===== src/hdl/b64c_pkg.sv =====
// ----------------------------------------------------------------------------
// b64c_pkg
// Shared types, constants and symbol mapping functions for the Base64 codec.
// ----------------------------------------------------------------------------
package b64c_pkg;

   localparam logic [7:0] PAD_CHAR    = 8'd61;
   localparam int         QUEUE_DEPTH = 2;
   localparam int         QUEUE_AW    = $clog2(QUEUE_DEPTH);

   localparam logic DIR_ENCODE = 1'b0;
   localparam logic DIR_DECODE = 1'b1;
   localparam logic ALPHA_STD  = 1'b0;
   localparam logic ALPHA_URL  = 1'b1;

   localparam logic REG_DIRECTION = 1'b0;
   localparam logic REG_ALPHABET  = 1'b1;

   // One unit of work for the back end: up to four result bytes.
   typedef struct packed {
      logic [3:0][7:0] data;
      logic [1:0]      num;     // index of the final result byte
      logic            last;
      logic            no_data;
   } job_type;

   function automatic logic [7:0] sym_of(input logic [5:0] v, input logic alpha);
      logic [7:0] c;
      if (v < 6'd26) begin
         c = 8'd65 + {2'b00, v};
      end else if (v < 6'd52) begin
         c = 8'd71 + {2'b00, v};
      end else if (v < 6'd62) begin
         c = {2'b00, v} - 8'd4;
      end else if (v == 6'd62) begin
         c = (alpha == ALPHA_URL) ? 8'd45 : 8'd43;
      end else begin
         c = (alpha == ALPHA_URL) ? 8'd95 : 8'd47;
      end
      return c;
   endfunction

   function automatic logic [5:0] val_of(input logic [7:0] ch, input logic alpha);
      logic [7:0] v;
      v = 8'd0;
      if (ch >= 8'd65 && ch <= 8'd90) begin
         v = ch - 8'd65;
      end else if (ch >= 8'd97 && ch <= 8'd122) begin
         v = ch - 8'd71;
      end else if (ch >= 8'd48 && ch <= 8'd57) begin
         v = ch + 8'd4;
      end else if (alpha == ALPHA_URL) begin
         if (ch == 8'd45) v = 8'd62;
         else if (ch == 8'd95) v = 8'd63;
      end else begin
         if (ch == 8'd43) v = 8'd62;
         else if (ch == 8'd47) v = 8'd63;
      end
      return v[5:0];
   endfunction

endpackage


===== src/hdl/b64c_front.sv =====
// ----------------------------------------------------------------------------
// b64c_front
// Accepts input items, tracks the group state and builds result jobs.
// ----------------------------------------------------------------------------
module b64c_front
   import b64c_pkg::*;
(
   input  logic       clock,
   input  logic       reset,
   input  logic       direction,
   input  logic       alphabet,
   input  logic       req_valid,
   output logic       req_ready,
   input  logic [7:0] req_in_byte,
   input  logic       req_last_in,
   input  logic       q_ready,
   output logic       q_push,
   output job_type    q_job
);

   logic [23:0] gb_ff, gb_in;
   logic [1:0]  gc_ff, gc_in;
   logic        ps_ff, ps_in;
   logic        accept;
   logic        emit;
   job_type     job;

   logic [1:0]  cnt;
   logic [23:0] sh;
   logic [23:0] bits;
   logic [23:0] gb_t;
   logic [2:0]  gc3;
   logic [1:0]  gc_t;
   logic        ps_t;
   logic        full;

   assign req_ready = q_ready;
   assign accept    = req_valid && req_ready;
   assign q_push    = accept && emit;
   assign q_job     = job;

   always_comb begin
      gb_in       = gb_ff;
      gc_in       = gc_ff;
      ps_in       = ps_ff;
      emit        = 1'b0;
      job         = '0;
      cnt         = 2'd0;
      sh          = 24'd0;
      bits        = 24'd0;
      gb_t        = gb_ff;
      gc3         = 3'd0;
      gc_t        = gc_ff;
      ps_t        = ps_ff;
      full        = 1'b0;
      if (direction == DIR_ENCODE) begin
         sh    = {gb_ff[15:0], req_in_byte};
         cnt   = gc_ff + 2'd1;
         gb_in = sh;
         gc_in = cnt;
         if (cnt == 2'd3 || req_last_in) begin
            case (cnt)
               2'd1:    bits = {sh[7:0], 16'd0};
               2'd2:    bits = {sh[15:0], 8'd0};
               2'd3:    bits = sh;
               default: bits = 24'd0;
            endcase
            for (int i = 0; i < 4; i++) begin
               job.data[i] = (i <= int'(cnt)) ? sym_of(bits[23-6*i -: 6], alphabet)
                                              : PAD_CHAR;
            end
            job.num  = 2'd3;
            job.last = req_last_in;
            emit     = 1'b1;
            gb_in    = 24'd0;
            gc_in    = 2'd0;
         end
         if (req_last_in) begin
            gb_in = 24'd0;
            gc_in = 2'd0;
            ps_in = 1'b0;
         end
      end else begin
         if (!ps_ff) begin
            if (req_in_byte == PAD_CHAR) begin
               ps_t = 1'b1;
            end else begin
               gb_t = {gb_ff[17:0], val_of(req_in_byte, alphabet)};
               gc3  = {1'b0, gc_ff} + 3'd1;
               gc_t = gc3[1:0];
               if (gc3 == 3'd4) begin
                  job.data[0] = gb_t[23:16];
                  job.data[1] = gb_t[15:8];
                  job.data[2] = gb_t[7:0];
                  job.num     = 2'd2;
                  job.last    = req_last_in;
                  full        = 1'b1;
                  emit        = 1'b1;
                  gb_t        = 24'd0;
               end
            end
         end
         gb_in = gb_t;
         gc_in = gc_t;
         ps_in = ps_t;
         if (req_last_in) begin
            if (!full) begin
               if (ps_t && gc_t >= 2'd2) begin
                  // padded tail: n data characters give n-1 bytes
                  bits        = (gc_t == 2'd2) ? {gb_t[11:0], 12'd0} : {gb_t[17:0], 6'd0};
                  job.data[0] = bits[23:16];
                  job.data[1] = bits[15:8];
                  job.num     = gc_t - 2'd2;
                  job.last    = 1'b1;
               end else begin
                  job.num     = 2'd0;
                  job.last    = 1'b1;
                  job.no_data = 1'b1;
               end
               emit = 1'b1;
            end
            gb_in = 24'd0;
            gc_in = 2'd0;
            ps_in = 1'b0;
         end
      end
   end

   always_ff @(posedge clock) begin
      if (reset) begin
         gb_ff <= '0;
         gc_ff <= '0;
         ps_ff <= 1'b0;
      end else if (accept) begin
         gb_ff <= gb_in;
         gc_ff <= gc_in;
         ps_ff <= ps_in;
      end
   end

endmodule


===== src/hdl/b64c_queue.sv =====
// ----------------------------------------------------------------------------
// b64c_queue
// Short job queue between the front and back ends.
// ----------------------------------------------------------------------------
module b64c_queue
   import b64c_pkg::*;
(
   input  logic    clock,
   input  logic    reset,
   input  logic    push,
   input  job_type push_job,
   output logic    push_ready,
   input  logic    pop,
   output logic    pop_valid,
   output job_type pop_job
);

   job_type                   mem_ff [QUEUE_DEPTH];
   logic [QUEUE_AW-1:0]       wr_ff, wr_in;
   logic [QUEUE_AW-1:0]       rd_ff, rd_in;
   logic [QUEUE_AW:0]         cnt_ff, cnt_in;

   assign push_ready = (cnt_ff != (QUEUE_AW+1)'(QUEUE_DEPTH));
   assign pop_valid  = (cnt_ff != '0);
   assign pop_job    = mem_ff[rd_ff];

   always_comb begin
      wr_in  = wr_ff;
      rd_in  = rd_ff;
      cnt_in = cnt_ff;
      if (push) begin
         wr_in = (wr_ff == QUEUE_AW'(QUEUE_DEPTH-1)) ? '0 : wr_ff + 1'b1;
      end
      if (pop) begin
         rd_in = (rd_ff == QUEUE_AW'(QUEUE_DEPTH-1)) ? '0 : rd_ff + 1'b1;
      end
      if (push && !pop) cnt_in = cnt_ff + 1'b1;
      else if (!push && pop) cnt_in = cnt_ff - 1'b1;
   end

   always_ff @(posedge clock) begin
      if (reset) begin
         wr_ff  <= '0;
         rd_ff  <= '0;
         cnt_ff <= '0;
      end else begin
         wr_ff  <= wr_in;
         rd_ff  <= rd_in;
         cnt_ff <= cnt_in;
      end
   end

   always_ff @(posedge clock) begin
      if (push) begin
         mem_ff[wr_ff] <= push_job;
      end
   end

endmodule


===== src/hdl/b64c_back.sv =====
// ----------------------------------------------------------------------------
// b64c_back
// Takes queued jobs; sends their bytes one per cycle while rsp_ready is high.
// ----------------------------------------------------------------------------
module b64c_back
   import b64c_pkg::*;
(
   input  logic       clock,
   input  logic       reset,
   input  logic       q_valid,
   input  job_type    q_job,
   output logic       q_pop,
   output logic       rsp_valid,
   input  logic       rsp_ready,
   output logic [7:0] rsp_out_byte,
   output logic       rsp_last_out,
   output logic       rsp_no_data
);

   job_type    job_ff, job_in;
   logic [1:0] idx_ff, idx_in;
   logic       busy_ff, busy_in;
   logic       at_end;
   logic       take;

   assign at_end       = (idx_ff == job_ff.num);
   assign rsp_valid    = busy_ff;
   assign rsp_out_byte = job_ff.data[idx_ff];
   assign rsp_last_out = job_ff.last && at_end;
   assign rsp_no_data  = job_ff.no_data;

   assign take  = rsp_valid && rsp_ready;
   assign q_pop = q_valid && (!busy_ff || (take && at_end));

   always_comb begin
      job_in  = job_ff;
      idx_in  = idx_ff;
      busy_in = busy_ff;
      if (q_pop) begin
         job_in  = q_job;
         idx_in  = 2'd0;
         busy_in = 1'b1;
      end else if (take) begin
         if (at_end) begin
            busy_in = 1'b0;
         end else begin
            idx_in = idx_ff + 2'd1;
         end
      end
   end

   always_ff @(posedge clock) begin
      if (reset) begin
         busy_ff <= 1'b0;
         idx_ff  <= '0;
      end else begin
         busy_ff <= busy_in;
         idx_ff  <= idx_in;
      end
      job_ff <= job_in;
   end

endmodule


===== src/hdl/base64_stream_codec.sv =====
// A result is registered in the job queue, then in the back-end job register.
// The result port sends one byte per cycle while rsp_ready is high, which
// holds back encode (4 results per 3 items); decode takes one item per cycle
// (3 results per 4 items). Input accepts one item per cycle while the 2-entry
// job queue has room. Reset (synchronous): group state, queue and output
// clear; direction=encode, alphabet=standard. No clearing pass.
// ----------------------------------------------------------------------------
// base64_stream_codec
// Streaming Base64 encoder/decoder, standard or URL-safe alphabet.
// ----------------------------------------------------------------------------
module base64_stream_codec
   import b64c_pkg::*;
(
   input  logic       clock,
   input  logic       reset,
   input  logic       csr_we,
   input  logic       csr_index,
   input  logic       csr_wdata,
   input  logic       req_valid,
   output logic       req_ready,
   input  logic [7:0] req_in_byte,
   input  logic       req_last_in,
   output logic       rsp_valid,
   input  logic       rsp_ready,
   output logic [7:0] rsp_out_byte,
   output logic       rsp_last_out,
   output logic       rsp_no_data
);

   logic    direction_ff;
   logic    alphabet_ff;
   logic    q_ready;
   logic    q_push;
   job_type q_push_job;
   logic    q_pop;
   logic    q_valid;
   job_type q_pop_job;

   always_ff @(posedge clock) begin
      if (reset) begin
         direction_ff <= DIR_ENCODE;
         alphabet_ff  <= ALPHA_STD;
      end else if (csr_we) begin
         case (csr_index)
            REG_DIRECTION: direction_ff <= csr_wdata;
            REG_ALPHABET:  alphabet_ff  <= csr_wdata;
            default:       ;
         endcase
      end
   end

   b64c_front u_front (
      .clock       (clock),
      .reset       (reset),
      .direction   (direction_ff),
      .alphabet    (alphabet_ff),
      .req_valid   (req_valid),
      .req_ready   (req_ready),
      .req_in_byte (req_in_byte),
      .req_last_in (req_last_in),
      .q_ready     (q_ready),
      .q_push      (q_push),
      .q_job       (q_push_job)
   );

   b64c_queue u_queue (
      .clock      (clock),
      .reset      (reset),
      .push       (q_push),
      .push_job   (q_push_job),
      .push_ready (q_ready),
      .pop        (q_pop),
      .pop_valid  (q_valid),
      .pop_job    (q_pop_job)
   );

   b64c_back u_back (
      .clock        (clock),
      .reset        (reset),
      .q_valid      (q_valid),
      .q_job        (q_pop_job),
      .q_pop        (q_pop),
      .rsp_valid    (rsp_valid),
      .rsp_ready    (rsp_ready),
      .rsp_out_byte (rsp_out_byte),
      .rsp_last_out (rsp_last_out),
      .rsp_no_data  (rsp_no_data)
   );

endmodule

===== config.mk =====
export PLATFORM = sky130hd
export DESIGN_NAME = base64_stream_codec
export DESIGN_NICKNAME = d
export VERILOG_FILES = /design/src/hdl/b64c_pkg.sv /design/src/hdl/b64c_front.sv /design/src/hdl/b64c_queue.sv /design/src/hdl/b64c_back.sv /design/src/hdl/base64_stream_codec.sv
export SDC_FILE = /design/constraint.sdc
export NUM_CORES = 1
export LEC_CHECK = 0
export ABC_AREA = 0
export ABC_CLOCK_PERIOD_IN_PS = 5300
export BUFFER_PORTS_ARGS = -buffer_cell sky130_fd_sc_hd__buf_2
export CORE_AREA = 2 2 129 131
export DETAILED_ROUTE_END_ITERATION = 16
export DIE_AREA = 0 0 131 133
export GPL_ROUTABILITY_DRIVEN = 0
export GPL_TIMING_DRIVEN = 1
export PLACE_DENSITY_LB_ADDON = 0.15
export SLEW_MARGIN = 10
export SYNTH_ARGS = -nofsm -noshare
export SYNTH_HDL_FRONTEND = slang
export SYNTH_SLANG_ARGS = --single-unit

===== constraint.sdc =====
create_clock -name clock -period 5.3 [get_ports clock]
set_input_delay 1.325 -clock clock [delete_from_list [all_inputs] [get_ports clock]]
set_output_delay 1.325 -clock clock [all_outputs]
set_load 0.01 [all_outputs]

==> metrics.md, run 1 <==
| Metric | Value |
|---|---|
| Total power consumption of the routed design | `3.82 mW` |
| Unrepaired setup endpoints after global routing | `no` |
| Nets in the synthesized netlist | `900` |
| Finished Cell Area | `9360 sq um` |
| Yosys top cell area share | `38.2%` |
| Power per cell area | `408 nW/um^2` |
| Total Neg Setup Slack | `0 ps` |
| Proportion of power drawn by combinational gates | `25.0%` |
| Top cells by instance count after synthesis | `108 x sky130_fd_sc_hd__edfxtp_1, 75 x sky130_fd_sc_hd__nand2_1, 67 x sky130_fd_sc_hd__a21oi_1, 61 x sky130_fd_sc_hd__nor2_1` |
| Data arrival time of the worst path | `4060 ps` |
| Syn Area/Cell | `10.1 sq um` |
| Sequential share of power | `42.5%` |
| First-pass GRT wire length | `34500 um` |
| Clock insertion delay at the later pin of the skew report | `430 ps` |
| Sequence of cells on the critical path | `buf_2, inv_1, ha_1, nor4bb_4, a21oi_1, nand3_1, a31oi_1, nor2b_4, buf_4` |
| Number of enable flip-flop cells after synthesis | `108` |
| Ratio of final minimum period to clock period | `74.4%` |
| DR vias | `6899` |
| Kind of path behind the tightest hold check | `reg -> reg` |
| Category of the critical setup timing path | `in -> reg` |
| Post-CTS Setup Inserts | `0` |
| Global-route usage over all layers | `26.1%` |
| Startpoint type of the worst setup path | `input pin` |
| Worst clock skew on the final layout | `10.2 ps` |
| Antenna violations before repair | `0` |
| Most area-hungry cell type in the Yosys netlist | `sky130_fd_sc_hd__edfxtp_1` |
| Wirelength per Cell | `20.4 um` |
| Main area contributors after synthesis | `sky130_fd_sc_hd__edfxtp_1 38%, sky130_fd_sc_hd__dfxtp_1 7.1%, sky130_fd_sc_hd__ha_1 5.7%` |
| Leading cell type by number of instances after synthesis | `sky130_fd_sc_hd__edfxtp_1` |
| Most instantiated flip-flop cell in the synthesis netlist | `sky130_fd_sc_hd__edfxtp_1` |
| CP top delay family | `simple AND/OR/NAND/NOR gates` |
| Internal cell power | `2.63 mW` |
| Post-cts resize count | `0` |
| Detailed placer's ending HPWL | `15300 um` |
| Die Wd | `131 um` |
| Fin crit period | `3940 ps` |
| Share of cells above drive strength 1 | `16.0%` |
| Count of pins on the block boundary | `28` |
| Register-to-register setup slack | `1440 ps` |
| Final hold violation count | `0` |
| Pin count of the biggest net entering global routing | `40` |
| Combined buffer and inverter count along the critical path | `3` |
| TritonCTS clock tree | `yes` |
| Initial Utilization | `52.5%` |
| Remaining number of nets flagged by the antenna check after routing | `0` |
| CTS sink cnt | `138` |
| DRC Markers | `0` |
| Final core utilization | `57.9%` |
| Slowest stage cell, crit path | `sky130_fd_sc_hd__nor2b_4` |
| Path length in cells of the critical path | `9` |
| Largest stage delay on the critical path | `560 ps` |
| Depth of the worst register-to-register path | `11` |
| Number of max-cap violations | `0` |
| Number of warnings reported in the yosys synthesis log | `0` |
| Final setup vio count | `0` |
| Iter 0 DRT Violations | `838` |
| Number of H-tree branching levels | `4` |
| Detail-routed via count per cell | `6.42` |
| Final number of max-transition violations | `0` |
| Placement Rows | `47` |
| Vert. Die Dim | `133 um` |
| Synth unique cells | `71` |
| Worst R2R Start | `u_front.gc_ff[1]` |
| Highest fanout seen on the critical path | `18` |
| NumNets Final | `897` |
| Cts hold-fix bufs | `0` |
| Capture point of the worst reg-to-reg path | `u_queue.mem_ff[0][23]` |
| Kind of capture point of the worst setup path | `flip-flop` |
| Critical Path Source | `req_in_byte[1]` |
| Static Leakage | `3.43 nW` |
| Number of buffers added on ports | `27` |
| Clock network fraction of total power | `32.5%` |
| Post-synthesis instance total | `845` |
| Maximum buffer depth of the clock tree | `2` |
| Clock transition time at the flip-flop clock pins of the worst setup and hold paths | `60 ps` |
| Total routed wirelength | `21900 um` |
| Sequential share of the synthesized area | `45.3%` |
| Worst-Margin Slew | `1090 ps` |
| Number of global-route vias before repair | `6368` |
| Share of async-settable or async-resettable flops after synthesis | `0%` |
| DR pass1 iterations | `8` |
| Synthesis-stage register bit count | `138` |
| Result of the run | `complete, no violations` |
| Worst relative slew slack | `27.4%` |
| Placed Area | `8740 sq um` |
| Fmax | `254 MHz` |
| Critical path data required time | `5420 ps` |
| Worst supply voltage drop on vdd | `0.230 mV` |
| CTS Root Buffer Type | `sky130_fd_sc_hd__clkbuf_16` |
| Sw Pwr | `1.19 mW` |
| Floorplan core area | `16200 sq um` |
| Total congestion overflow | `0` |
| Diodes inserted | `0` |
| Mapped Area | `8490 sq um` |
| Die area | `17400 sq um` |
| Net Sw Frac | `31.1%` |
| Endpoint of the most critical setup path | `u_queue.mem_ff[0][14]` |
| CTS Buf Count | `17` |
| Area growth from synthesis to final layout | `10.2%` |
==> routing by layer <==
layer / share of wire [%] / vias up / GRT usage [%]
li1: - / 3170 / -
met1: 42 / 3331 / 35.7
met2: 47 / 348 / 40.6
met3: 8.0 / 50 / 6.03
met4: 2.8 / 0 / 9.46
met5: 0 / - / 0
==> area by class of cell <==
type	instances	area, sq um
Tap cell	220	275
Inverter	38	143
Sequential cell	138	3840
Clock buffer	18	439
Clock inverter	14	186
Timing Repair Buffer	40	233
Multi-Input combinational cell	607	4240
Fill cell	1342	6810
==> cell usage in the layout, fill, tap and decap left out, types with 4 or more instances in the layout <==
master	count
sky130_fd_sc_hd__buf_2	27
sky130_fd_sc_hd__nor4_1	9
sky130_fd_sc_hd__a222oi_1	9
sky130_fd_sc_hd__and3_1	5
sky130_fd_sc_hd__a31oi_1	10
sky130_fd_sc_hd__xor2_1	7
sky130_fd_sc_hd__a21oi_1	66
sky130_fd_sc_hd__buf_4	13
sky130_fd_sc_hd__ha_1	39
sky130_fd_sc_hd__dfxtp_1	30
sky130_fd_sc_hd__nand3_1	29
sky130_fd_sc_hd__mux2_2	39
sky130_fd_sc_hd__a221oi_1	4
sky130_fd_sc_hd__nor2b_1	8
sky130_fd_sc_hd__edfxtp_1	108
sky130_fd_sc_hd__a211o_1	4
sky130_fd_sc_hd__xnor2_1	18
sky130_fd_sc_hd__nand2b_1	9
sky130_fd_sc_hd__nor2_1	61
sky130_fd_sc_hd__a221o_1	8
sky130_fd_sc_hd__o31ai_1	5
sky130_fd_sc_hd__o21ai_0	34
sky130_fd_sc_hd__clkbuf_16	17
sky130_fd_sc_hd__nor3_1	25
sky130_fd_sc_hd__a211oi_1	24
sky130_fd_sc_hd__inv_1	36
sky130_fd_sc_hd__nand4_1	9
sky130_fd_sc_hd__or2_2	7
sky130_fd_sc_hd__and2_1	7
sky130_fd_sc_hd__a22oi_1	15
sky130_fd_sc_hd__nand2_1	75
sky130_fd_sc_hd__or3_1	6
sky130_fd_sc_hd__clkinv_4	4
sky130_fd_sc_hd__mux2i_1	8
sky130_fd_sc_hd__a21o_1	7
sky130_fd_sc_hd__mux4_2	8
==> power by group through the flow <==
stage | Clock [mW] | Combinational [mW] | Sequential (mW)
after global routing | 1.30 | 1.05 | 1.65
after CTS | 1.26 | 0.948 | 1.63
after detailed placement | 0 | 0.940 | 1.65
after global placement | 0 | 0.923 | 1.64
final | 1.24 | 0.953 | 1.62
after floorplan | 0 | 0.738 | 1.55
==> worst min-delay path: stages (launching register included) <==
cell	delay [ps]
sky130_fd_sc_hd__dfxtp_1	320
sky130_fd_sc_hd__nor2_1	100
sky130_fd_sc_hd__a211oi_1	50
==> how the worst min path moves through the flow <==
stage / from / endpoint / slack, ps / depth (start not counted)
3_3_place_gp: u_front.gb_ff[17] / u_front.gb_ff[17] / 500 / 2
3_5_place_dp: u_front.gb_ff[16] / u_front.gb_ff[16] / 510 / 2
2_1_floorplan: u_queue.cnt_ff[1] / u_queue.cnt_ff[1] / 470 / 2
5_1_grt: u_queue.mem_ff[0][32] / u_back.job_ff[32] / 560 / 1
4_1_cts: u_front.gb_ff[16] / u_front.gb_ff[16] / 520 / 2
6_report: u_front.gb_ff[16] / u_front.gb_ff[16] / 520 / 2
==> state kept, by name, indices dropped and copies added, names as in the netlist, 2 cells and up <==
name            flops
u_back.idx_ff       2
u_back.job_ff      35
u_front.gb_ff      18
u_front.gc_ff       2
u_queue.cnt_ff      2
u_queue.mem_ff     72
==> kinds of logic (layout without fill, tap and decap cells) <==
family / after synthesis / after routing / synth area share (%)
AO/OA/AOI/OAI: 222 / 222 / 17.6
XOR/XNOR: 25 / 25 / 2.58
adder cells (fa/ha/maj): 39 / 39 / 5.75
buffers and inverters: 100 / 110 / 5.07
flip-flops: 138 / 138 / 45.3
multiplexers: 56 / 56 / 8.41
AND/OR/NAND/NOR: 265 / 265 / 15.3
==> through the flow <==
step	setup WS (ps)	instances	hold slack [ps]
after global routing	1110	1075	555
after floorplan	190	845	472
after CTS	1420	1075	516
after global placement	1090	1043	499
final	1360	1075	519
after detailed placement	984	1043	508
Power figures use the tool's default switching activity.
==> run 2, diff against run 1 <==
Settings changed: ABC_CLOCK_PERIOD_IN_PS 5300 to 3700.
Clock period 5.3 ns to 3.7 ns, I/O delays scaled along.
==> run 2 against run 1 <==
  * Core utilization is 1.1 points higher
  * Non-clock buffer count rose by 30
  * Register-to-register slack worse by 1200 ps
  * Hold slack better by 4.9 ps
  * Worst setup slack got worse by 1100 ps
  * Largest cell class unchanged
  * Highest routed layer unchanged
==> metrics.md, run 2 (synthesis gave the netlist of run 1 again) <==
| Metric | Value |
|---|---|
| Critical Path Source | `u_front.gc_ff[0]` |
| Remaining number of nets flagged by the antenna check after routing | `0` |
| Data arrival time of the worst path | `3690 ps` |
| Endpoint of the most critical setup path | `u_queue.mem_ff[0][23]` |
| Pin count of the biggest net entering global routing | `40` |
| Register with the most flip-flops | `u_queue.mem_ff` |
| Worst clock skew on the final layout | `11.9 ps` |
| Highest fanout seen on the critical path | `21` |
| CP top delay family | `compound AO/OA/AOI/OAI gates` |
| Registers with the most flip-flops | `u_queue.mem_ff: 72 flops, u_back.job_ff: 35 flops, u_front.gb_ff: 18 flops` |
| Power per cell area | `559 nW/um^2` |
| Die area | `17400 sq um` |
| Number of H-tree branching levels | `4` |
| Area growth from synthesis to final layout | `12.4%` |
| NumNets Final | `927` |
| Category of the critical setup timing path | `reg -> reg` |
| Unrepaired setup endpoints after global routing | `no` |
| Ratio of final minimum period to clock period | `93.5%` |
| Final number of max-transition violations | `0` |
| Number of buffers added on ports | `27` |
| Static Leakage | `3.55 nW` |
| TritonCTS clock tree | `yes` |
| Global-route usage over all layers | `27.4%` |
| Number of max-cap violations | `0` |
| Clock transition time at the flip-flop clock pins of the worst setup and hold paths | `60 ps` |
| Die Wd | `131 um` |
| Largest stage delay on the critical path | `530 ps` |
| Total congestion overflow | `0` |
| Total Neg Setup Slack | `0 ps` |
| DRC Markers | `0` |
| First-pass GRT wire length | `36600 um` |
| CTS Buf Count | `17` |
| Capture point of the worst reg-to-reg path | `u_queue.mem_ff[0][23]` |
| DR vias | `6993` |
| Worst R2R Start | `u_front.gc_ff[0]` |
| Initial Utilization | `52.5%` |
| Final hold violation count | `0` |
| Antenna violations before repair | `0` |
| Detail-routed via count per cell | `6.33` |
| Non-filler cells, final | `1105` |
| Fmax | `289 MHz` |
| Path length in cells of the critical path | `12` |
| Sequence of cells on the critical path | `inv_1, ha_1, buf_4, nand2_1, a21oi_1, buf_4, ha_1, a21oi_1, o21ai_0, o211ai_1, o211a_1, o22ai_1` |
| Slowest stage cell, crit path | `sky130_fd_sc_hd__o21ai_0` |
| Vert. Die Dim | `133 um` |
| Final setup vio count | `0` |
| Number of flip-flops under the largest register name | `72` |
| Worst-Margin Slew | `807 ps` |
| Commonest cells after routing, fill and taps aside | `108 x sky130_fd_sc_hd__edfxtp_1, 75 x sky130_fd_sc_hd__nand2_1, 66 x sky130_fd_sc_hd__a21oi_1` |
| Most common cell after layout, fill and taps aside | `sky130_fd_sc_hd__edfxtp_1` |
| Wirelength per Cell | `20.8 um` |
| Share of cells above drive strength 1 | `18.9%` |
| Iter 0 DRT Violations | `723` |
| CTS sink cnt | `138` |
| Floorplan core area | `16200 sq um` |
| Clock insertion delay at the later pin of the skew report | `410 ps` |
| Number of global-route vias before repair | `6826` |
| Startpoint type of the worst setup path | `flip-flop` |
| Combined buffer and inverter count along the critical path | `3` |
| DR pass1 iterations | `6` |
| Result of the run | `complete, no violations` |
| Kind of capture point of the worst setup path | `flip-flop` |
| Critical path data required time | `3930 ps` |
| Detailed placer's ending HPWL | `16300 um` |
| Placement Rows | `47` |
| Register-to-register setup slack | `240 ps` |
| Worst supply voltage drop on vdd | `0.500 mV` |
| Maximum buffer depth of the clock tree | `2` |
| Diodes inserted | `0` |
| Total routed wirelength | `23000 um` |
| Placed cells | `1073` |
| CTS Root Buffer Type | `sky130_fd_sc_hd__clkbuf_16` |
| Worst relative slew slack | `46.2%` |
| Fin crit period | `3460 ps` |
| Kind of path behind the tightest hold check | `reg -> reg` |
| Count of pins on the block boundary | `28` |
| Depth of the worst register-to-register path | `12` |
## run 2: cell count changes in the layout (fill, tap and decap cells not counted), moves of 2 or more
| cell | change |
|---|---|
| sky130_fd_sc_hd__buf_12 | +2 |
| sky130_fd_sc_hd__clkinvlp_4 | +2 |
| sky130_fd_sc_hd__buf_4 | +28 |
| sky130_fd_sc_hd__clkbuf_1 | +2 |
| sky130_fd_sc_hd__bufinv_16 | -2 |
| sky130_fd_sc_hd__clkinv_2 | +2 |
| sky130_fd_sc_hd__inv_6 | -2 |
## run 2: timing repair
item                       4_1_cts  5_1_grt
gates resized for setup          0        1
setup endpoints to repair        0        2
hold buffers                     0        0
setup buffers                    0        0
## run 2: final cells by class
type | instances | area, sq um
clock inverter | 13 | 123
timing repair buffer | 70 | 483
tap | 220 | 275
multi-input combinational | 607 | 4250
fill | 1319 | 6630
inverter | 38 | 143
sequential | 138 | 3840
clock buffer | 19 | 433
## run 2: power breakdown
| group | leakage, nW | switching, mW | internal [mW] | total [mW] |
|---|---|---|---|---|
| registers | 1.26 | 0.209 | 2.10 | 2.31 |
| logic | 2.03 | 0.824 | 0.619 | 1.44 |
| clock network | 0.265 | 0.656 | 0.930 | 1.59 |
| total | 3.55 | 1.69 | 3.65 | 5.34 |
## run 2: worst register-to-register path, cell delays in order, from the launching register on
cell and delay, ps:
sky130_fd_sc_hd__dfxtp_1 410, sky130_fd_sc_hd__inv_1 140, sky130_fd_sc_hd__ha_1 480, sky130_fd_sc_hd__buf_4 350, sky130_fd_sc_hd__nand2_1 90, sky130_fd_sc_hd__a21oi_1 210, sky130_fd_sc_hd__buf_4 180, sky130_fd_sc_hd__ha_1 240
sky130_fd_sc_hd__a21oi_1 90, sky130_fd_sc_hd__o21ai_0 530, sky130_fd_sc_hd__o211ai_1 170, sky130_fd_sc_hd__o211a_1 170, sky130_fd_sc_hd__o22ai_1 210
## run 2: worst min-delay path by stage
stage / from / end / cells after the start
after floorplan: u_queue.cnt_ff[1] / u_queue.cnt_ff[1] / 2
after global placement: u_queue.cnt_ff[1] / u_queue.cnt_ff[1] / 2
after detailed placement: u_queue.cnt_ff[1] / u_queue.cnt_ff[1] / 2
after CTS: u_queue.cnt_ff[1] / u_queue.cnt_ff[1] / 2
after global routing: u_queue.mem_ff[0][32] / u_back.job_ff[32] / 1
final: u_queue.cnt_ff[1] / u_queue.cnt_ff[1] / 2
## run 2: stage by stage
| stage | power [mW] | setup slack, ps | hold WS [ps] | util [%] | area (sq um) |
|---|---|---|---|---|---|
| after floorplan | 3.27 | 37.4 | 472 | - | 8510 |
| after global placement | 3.73 | 255 | 490 | 55.6 | 8990 |
| final | 5.34 | 240 | 524 | 59.0 | 9550 |
| after detailed placement | 3.78 | 209 | 505 | 55.6 | 8990 |
| after CTS | 5.36 | 330 | 526 | 59.0 | 9540 |
| after global routing | 5.61 | 15.3 | 551 | 59.0 | 9550 |
## run 2: layer usage
metal	vias to the layer above	global-route usage [%]	part of all wire, %
met2	344	43.8	48
met4	0	9.69	2.6
met1	3360	36.8	42
li1	3237	-	-
met3	52	5.74	6.9
met5	-	0	0
